**src/rtl/core/cfs_pkg.sv**
```systemverilog
// Package: shared types, constants and the field index limit for the CSV field splitter.
`default_nettype none

package cfs_pkg;

   // Field count limit; the index saturates at FIELD_CAP
   localparam int unsigned MAX_FIELDS = 32;
   localparam int unsigned FIELD_IDX_W = 5;
   localparam logic [FIELD_IDX_W-1:0] FIELD_CAP =
      ((MAX_FIELDS - 1) > 31) ? 5'd31 : FIELD_IDX_W'(MAX_FIELDS - 1);

   // Special bytes
   localparam logic [7:0] CH_QUOTE = 8'h22;
   localparam logic [7:0] CH_COMMA = 8'h2C;
   localparam logic [7:0] CH_NL    = 8'h0A;

   // Input word
   typedef struct packed {
      logic [7:0] char_in;
      logic       end_of_text;
   } cfs_req_type;

   // Result word
   typedef struct packed {
      logic                   char_valid;
      logic [7:0]             char_out;
      logic [FIELD_IDX_W-1:0] field_index;
      logic                   field_end;
      logic                   record_end;
      logic                   field_overflow;
   } cfs_rsp_type;

   // Parser state
   typedef struct packed {
      logic                   in_header;
      logic                   in_quotes;
      logic                   quote_pending;
      logic                   field_start;
      logic [FIELD_IDX_W-1:0] field_count;
      logic                   overflow_seen;
   } cfs_state_type;

   // One step's outcome: whether a result word is produced, and the word
   typedef struct packed {
      logic        has;
      cfs_rsp_type rsp;
   } cfs_step_type;

endpackage

`default_nettype wire

```
**src/rtl/core/cfs_step.sv**
```systemverilog
// Combinational next-state and result logic for one input byte.
`default_nettype none

module cfs_step (
   input  cfs_pkg::cfs_state_type cur,
   input  cfs_pkg::cfs_req_type   req,
   input  logic                   skip_header,
   output cfs_pkg::cfs_state_type nxt,
   output cfs_pkg::cfs_step_type  res
);
   import cfs_pkg::*;

   logic plain;
   logic open_rec;

   always_comb begin
      nxt      = cur;
      plain    = 1'b0;
      open_rec = 1'b0;
      res.has  = 1'b0;
      res.rsp.char_valid     = 1'b0;
      res.rsp.char_out       = 8'h00;
      res.rsp.field_index    = cur.field_count;
      res.rsp.field_end      = 1'b0;
      res.rsp.record_end     = 1'b0;
      res.rsp.field_overflow = cur.overflow_seen;

      if (cur.in_header) begin
         // header line: dropped up to and including the first newline
         if (req.char_in == CH_NL) begin
            nxt.in_header = 1'b0;
         end
         if (req.end_of_text) begin
            nxt.in_header = skip_header;
         end
      end else begin
         if (cur.in_quotes) begin
            // quoted field: a quote closes or starts an escaped pair
            if (req.char_in == CH_QUOTE) begin
               nxt.in_quotes     = 1'b0;
               nxt.quote_pending = 1'b1;
            end else begin
               res.has            = 1'b1;
               res.rsp.char_valid = 1'b1;
               res.rsp.char_out   = req.char_in;
            end
         end else begin
            plain = 1'b1;
            // byte after a closing quote: doubled quote is a literal
            if (cur.quote_pending) begin
               nxt.quote_pending = 1'b0;
               if (req.char_in == CH_QUOTE) begin
                  nxt.in_quotes      = 1'b1;
                  res.has            = 1'b1;
                  res.rsp.char_valid = 1'b1;
                  res.rsp.char_out   = req.char_in;
                  plain              = 1'b0;
               end
            end
            if (plain) begin
               priority if (req.char_in == CH_COMMA) begin
                  res.has           = 1'b1;
                  res.rsp.field_end = 1'b1;
                  if (cur.field_count < FIELD_CAP) begin
                     nxt.field_count = cur.field_count + FIELD_IDX_W'(1);
                  end else begin
                     nxt.overflow_seen = 1'b1;
                  end
                  res.rsp.field_overflow = nxt.overflow_seen;
                  nxt.field_start        = 1'b1;
               end else if (req.char_in == CH_NL) begin
                  res.has            = 1'b1;
                  res.rsp.field_end  = 1'b1;
                  res.rsp.record_end = 1'b1;
                  nxt.field_count    = '0;
                  nxt.overflow_seen  = 1'b0;
                  nxt.field_start    = 1'b1;
               end else if (req.char_in == CH_QUOTE && cur.field_start) begin
                  nxt.in_quotes   = 1'b1;
                  nxt.field_start = 1'b0;
               end else begin
                  res.has            = 1'b1;
                  res.rsp.char_valid = 1'b1;
                  res.rsp.char_out   = req.char_in;
                  nxt.field_start    = 1'b0;
               end
            end
         end

         // end of text: close an open record, then return to start state
         if (req.end_of_text) begin
            open_rec = !(nxt.field_start && (nxt.field_count == '0) && !nxt.overflow_seen);
            if (open_rec) begin
               if (!res.has) begin
                  res.has                = 1'b1;
                  res.rsp.char_valid     = 1'b0;
                  res.rsp.char_out       = 8'h00;
                  res.rsp.field_index    = nxt.field_count;
                  res.rsp.field_overflow = nxt.overflow_seen;
               end
               res.rsp.field_end  = 1'b1;
               res.rsp.record_end = 1'b1;
            end
            nxt.in_quotes     = 1'b0;
            nxt.quote_pending = 1'b0;
            nxt.field_start   = 1'b1;
            nxt.field_count   = '0;
            nxt.overflow_seen = 1'b0;
            nxt.in_header     = skip_header;
         end
      end
   end

endmodule

`default_nettype wire

```
**src/rtl/core/cfs_ctrl.sv**
```systemverilog
// Parser state registers, skip_header register and the step logic.
`default_nettype none

module cfs_ctrl (
   input  logic                  clock,
   input  logic                  reset,
   input  logic                  csr_write,
   input  logic                  csr_data,
   input  logic                  go,
   input  cfs_pkg::cfs_req_type  req,
   output cfs_pkg::cfs_step_type res
);
   import cfs_pkg::*;

   logic          skip_header_ff;
   cfs_state_type state_ff;
   cfs_state_type state_in;

   // next state and result for the word in the input register
   cfs_step u_step (
      .cur         (state_ff),
      .req         (req),
      .skip_header (skip_header_ff),
      .nxt         (state_in),
      .res         (res)
   );

   // configuration and state registers
   always_ff @(posedge clock) begin
      if (reset) begin
         skip_header_ff          <= 1'b1;
         state_ff.in_header      <= 1'b1;
         state_ff.in_quotes      <= 1'b0;
         state_ff.quote_pending  <= 1'b0;
         state_ff.field_start    <= 1'b1;
         state_ff.field_count    <= '0;
         state_ff.overflow_seen  <= 1'b0;
      end else begin
         if (csr_write) begin
            skip_header_ff <= csr_data;
         end
         if (go) begin
            state_ff <= state_in;
         end
      end
   end

   // a closing quote is never pending inside an open quoted field
   a_quote_excl: assert property (@(posedge clock) disable iff (reset)
      !(state_ff.in_quotes && state_ff.quote_pending))
      else $error("in_quotes and quote_pending both set");

   // overflow only once the index has saturated
   a_ovf_cap: assert property (@(posedge clock) disable iff (reset)
      state_ff.overflow_seen |-> (state_ff.field_count == FIELD_CAP))
      else $error("overflow_seen below field cap");

   // end of text leaves the parser at the start of a record
   a_eot_clear: assert property (@(posedge clock) disable iff (reset)
      (go && req.end_of_text) |=>
         (!state_ff.in_quotes && !state_ff.quote_pending && state_ff.field_start
          && (state_ff.field_count == '0) && !state_ff.overflow_seen))
      else $error("state not cleared after end of text");

endmodule

`default_nettype wire

```
**src/rtl/core/csv_field_splitter.sv**
```systemverilog
// Top level: input register, CSV parser control and result register.
//
//  channel | direction | handshake            | word
//  req_    | in        | req_valid/req_stall  | cfs_req_type (char_in, end_of_text)
//  rsp_    | out       | rsp_valid/rsp_stall  | cfs_rsp_type (char, index, marks)
//  csr_    | in        | csr_valid/csr_ready  | skip_header bit
//
// One byte per cycle sustained while rsp_stall is low; a word reaches rsp through
// the input register, then the step logic into the result register.
// Bytes that yield no result (header, opening/closing quotes) only update state.
// Reset is synchronous; skip_header and the header flag come up as 1.
// rsp_stall holds the result register; the input register then fills and
// req_stall rises only when both are occupied.
`default_nettype none

module csv_field_splitter (
   input  logic                 clock,
   input  logic                 reset,
   input  logic                 req_valid,
   output logic                 req_stall,
   input  cfs_pkg::cfs_req_type req_data,
   output logic                 rsp_valid,
   input  logic                 rsp_stall,
   output cfs_pkg::cfs_rsp_type rsp_data,
   input  logic                 csr_valid,
   output logic                 csr_ready,
   input  logic                 csr_data
);
   import cfs_pkg::*;

   logic         in_valid_ff;
   cfs_req_type  in_data_ff;
   logic         rsp_valid_ff;
   cfs_rsp_type  rsp_data_ff;
   logic         go;
   logic         in_ready;
   cfs_step_type res;

   // advance when the result register is free or being drained
   assign go        = in_valid_ff && (!rsp_valid_ff || !rsp_stall);
   assign in_ready  = !in_valid_ff || go;
   assign req_stall = !in_ready;
   assign csr_ready = 1'b1;
   assign rsp_valid = rsp_valid_ff;
   assign rsp_data  = rsp_data_ff;

   cfs_ctrl u_ctrl (
      .clock     (clock),
      .reset     (reset),
      .csr_write (csr_valid),
      .csr_data  (csr_data),
      .go        (go),
      .req       (in_data_ff),
      .res       (res)
   );

   // input register
   always_ff @(posedge clock) begin
      if (reset) begin
         in_valid_ff <= 1'b0;
      end else if (in_ready) begin
         in_valid_ff <= req_valid;
      end
   end

   always_ff @(posedge clock) begin
      if (req_valid && in_ready) begin
         in_data_ff <= req_data;
      end
   end

   // result register
   always_ff @(posedge clock) begin
      if (reset) begin
         rsp_valid_ff <= 1'b0;
      end else if (go) begin
         rsp_valid_ff <= res.has;
      end else if (!rsp_stall) begin
         rsp_valid_ff <= 1'b0;
      end
   end

   always_ff @(posedge clock) begin
      if (go && res.has) begin
         rsp_data_ff <= res.rsp;
      end
   end

   // a record end always closes its field too
   a_rec_field: assert property (@(posedge clock) disable iff (reset)
      (rsp_valid && rsp_data.record_end) |-> rsp_data.field_end)
      else $error("record_end without field_end");

   // no content byte means a zero byte
   a_char_zero: assert property (@(posedge clock) disable iff (reset)
      (rsp_valid && !rsp_data.char_valid) |-> (rsp_data.char_out == 8'h00))
      else $error("char_out nonzero without char_valid");

   // a word without content must carry at least a field end
   a_rsp_marks: assert property (@(posedge clock) disable iff (reset)
      rsp_valid |-> (rsp_data.char_valid || rsp_data.field_end))
      else $error("empty result word");

endmodule

`default_nettype wire

```
**config.mk**
```make
export PLATFORM = sky130hd
export DESIGN_NAME = csv_field_splitter
export DESIGN_NICKNAME = d
export VERILOG_FILES = /design/src/rtl/core/cfs_pkg.sv /design/src/rtl/core/cfs_step.sv /design/src/rtl/core/cfs_ctrl.sv /design/src/rtl/core/csv_field_splitter.sv
export SDC_FILE = /design/constraint.sdc
export NUM_CORES = 1
export LEC_CHECK = 0
export BUFFER_PORTS_ARGS = -buffer_cell sky130_fd_sc_hd__buf_4
export CORE_UTILIZATION = 59
export CTS_CLUSTER_DIAMETER = 100
export CTS_CLUSTER_SIZE = 20
export DETAILED_ROUTE_END_ITERATION = 10
export PLACE_DENSITY = 0.95
export SYNTH_ARGS = -nofsm -noshare
export SYNTH_HDL_FRONTEND = slang
export SYNTH_HIERARCHICAL = 1
export SYNTH_SLANG_ARGS = --single-unit
```
**constraint.sdc**
```tcl
create_clock -name clock -period 6.8 [get_ports clock]
set_input_delay 1.36 -clock clock [delete_from_list [all_inputs] [get_ports clock]]
set_output_delay 1.36 -clock clock [all_outputs]
set_load 0.02 [all_outputs]
```
==> qor.txt <==
YS warnings - 6
CTS tree - done
First-pass DRT Iterations - 4
# clock sinks - 39
Final HPWL DP - 2950 µm
DRC - 0
Clock Latency Late Sink - 0.35 ns
Max-slew violations - 0
ANT cells - 0
Most common cell after layout, fill and taps aside - buf_4
CTS H-tree lvls - 2
Area growth syn-to-layout - 16.8%
Crit Path Category - in -> out
Pleak - 0.889 nW
Register bit total from synthesis - 39
GRT Util Overall - 25.7%
Ratio of cells with drive above 1 in the final layout - 23.8%
Non-Filler Instances - 258
Average size of a mapped cell - 10.7 µm²
Finish-stage setup viols - 0
Largest net degree at the start of global routing - 19
Post-DRT Antenna Nets - 0
DR vias - 1539
Final RePlAce weighted congestion - 0.914
Arr. time, crit path - 1.78 ns
Slew margin rel. - 33.9%
Post-synth net total - 200
Filler cells - 247
Die extent in y - 59.6 µm
Global-route wire length before repair - 6490 µm
Worst hold margin - 0.516 ns
Starting density of the core - 63.2%
Fin crit share - 46.1%
Wirelength, routed - 4070 µm
Final net count - 229
RSZ-0062 raised after global routing - false
Clock root buffer - clkbuf_4
Data required, critical path - 5.44 ns
Longest Clk Path Bufs - 2
Die span in x - 59.6 µm
Port bufs - 33
Max VDD drop - 145 µV
# rows - 20
Post-DR vias/cell - 5.97
Clock period minus worst slack - 3.14 ns
Reg clk slew, reported paths - 0.11 ns
WL/cell - 15.8 µm
Setup Skew - 0.0138 ns
Detailed Route Iter0 Violations - 136
Cts repair resizes - 0
Setup bufs post-CTS - 0
# hold bufs at CTS - 0
Final Hold Viols - 0
Post-synthesis sequential area ratio - 53.1%
Pwr Density - 196 nW/µm²
Netlist cell types - 42
Commonest cells after routing, fill and taps aside - buf_4 (34), edfxtp_1 (26), nor2_1 (20)
Worst-margin pin slew - 0.990 ns
CP max FO - 3
Max Freq - 319 MHz
Max-cap violation count - 0
Core Region - 3100 µm²
Placed Instances - 250
Total CTS buffers - 5
Io pins - 35
Mapped cell area - 1960 µm²
Die area - 3560 µm²
Synth Instances - 184
Post-route setup TNS - 0 ns
Antenna violations before repair - 0
Crit end category - output pin
Vias in the first global route - 1421
Crit start category - primary input
Status - finished, final reports clean
GRT overflow - 0
HP Class - reg -> reg
[synth_stat cells, drive strengths merged]
| cell type | count | share of area [%] |
|---|---|---|
| nand3b | 1 | 0.38 |
| o21bai | 1 | 0.38 |
| nor4 | 2 | 1.4 |
| and2 | 7 | 2.2 |
| o2bb2ai | 2 | 0.89 |
| o21ai | 11 | 2.8 |
| conb | 1 | 0.19 |
| edfxtp | 26 | 40 |
| ha | 1 | 0.64 |
| o211ai | 3 | 1.1 |
| o32a | 1 | 0.51 |
| a41o | 2 | 1.1 |
| dfxtp | 13 | 13 |
| nor3b | 1 | 0.38 |
| nor4b | 1 | 0.45 |
| a21oi | 7 | 2.0 |
| a22o | 2 | 0.89 |
| o21a | 4 | 1.5 |
| a2111oi | 1 | 1.4 |
| and3 | 5 | 1.7 |
| nor2b | 11 | 3.5 |
| inv | 9 | 1.7 |
| nor2 | 20 | 3.8 |
| mux2i | 9 | 4.6 |
| clkbuf | 9 | 1.7 |
| o31ai | 1 | 0.38 |
| nand3 | 6 | 1.8 |
| a211oi | 1 | 0.38 |
| nand4 | 1 | 1.1 |
| a31oi | 5 | 1.6 |
| buf | 3 | 1.3 |
| a311oi | 2 | 0.89 |
| and3b | 1 | 0.45 |
| nand2 | 11 | 2.1 |
| a211o | 3 | 1.5 |
[critical path, cell delays in order]
cell and delay, ns:
buf_4 0.09, nand3_2 0.09, inv_1 0.09, buf_4 0.14
[flip-flops by register name, summed over array words and instances, names as in the netlist]
| register | cells |
|---|---|
| u_ctrl/skip_header_ff | 1 |
| rsp_data | 17 |
| in_valid_ff | 1 |
| in_data_ff | 9 |
| u_ctrl/state_ff | 10 |
| rsp_valid | 1 |
[worst paths after layout]
path / from / end / slack (ns) / cells after the start
worst max register to register: in_data_ff[3] / rsp_data[6] / 3.84 / 8
worst min-delay path: in_valid_ff / in_valid_ff / 0.52 / 2
worst max-delay path: rsp_stall / req_stall / 3.66 / 4
worst min register to register: in_valid_ff / in_valid_ff / 0.52 / 2
[final cells by class]
| class | count | area (µm²) | share of cell area [%] |
|---|---|---|---|
| Clock buffer | 6 | 41.3 | 1.80 |
| Clock inverter | 2 | 37.5 | 1.64 |
| Inverter | 9 | 33.8 | 1.48 |
| Multi-Input combinational cell | 124 | 826 | 36.1 |
| Sequential cell | 39 | 1040 | 45.5 |
| Tap cell | 44 | 55.1 | 2.40 |
| Timing Repair Buffer | 34 | 255 | 11.1 |
[metal layers]
| metal | routed length, µm | share of wire (%) | GRT usage (%) | vias to the layer above |
|---|---|---|---|---|
| met5 | 0 | 0 | 0 | - |
| li1 | - | - | - | 727 |
| met3 | 291 | 7.1 | 7.64 | 8 |
| met4 | 61 | 1.5 | 9.30 | 0 |
| met1 | 1620 | 40 | 30.5 | 719 |
| met2 | 2090 | 51 | 43.8 | 85 |
[metrics by stage]
step | setup slack (ns) | util, % | cell area, µm² | total power (W)
3_3_place_gp | 3.69 | 71.3 | 2210 | 0.000302
3_5_place_dp | 3.66 | 71.3 | 2210 | 0.000304
6_report | 3.66 | 73.8 | 2290 | 0.000449
2_1_floorplan | 3.73 | - | 1960 | 0.000291
5_1_grt | 3.62 | 73.8 | 2290 | 0.000465
4_1_cts | 3.66 | 73.8 | 2290 | 0.000450
[cell families after synthesis]
logic type / after synthesis / synth area share, %
other cells: 1 / 0.191
fa+ha+maj: 1 / 0.638
flops: 39 / 53.1
compound gates: 46 / 17.4
buf+inv: 21 / 4.79
simple gates: 67 / 19.3
mux: 9 / 4.59
[report_power, final]
| part | internal, W | total (W) | switching, W |
|---|---|---|---|
| clock | 0.0000776 | 0.000150 | 0.0000724 |
| combinational | 0.0000152 | 0.0000326 | 0.0000174 |
| sequential | 0.000259 | 0.000267 | 0.00000785 |
| total | 0.000352 | 0.000449 | 0.0000977 |
Note: power is estimated with default switching activity, not from simulation.
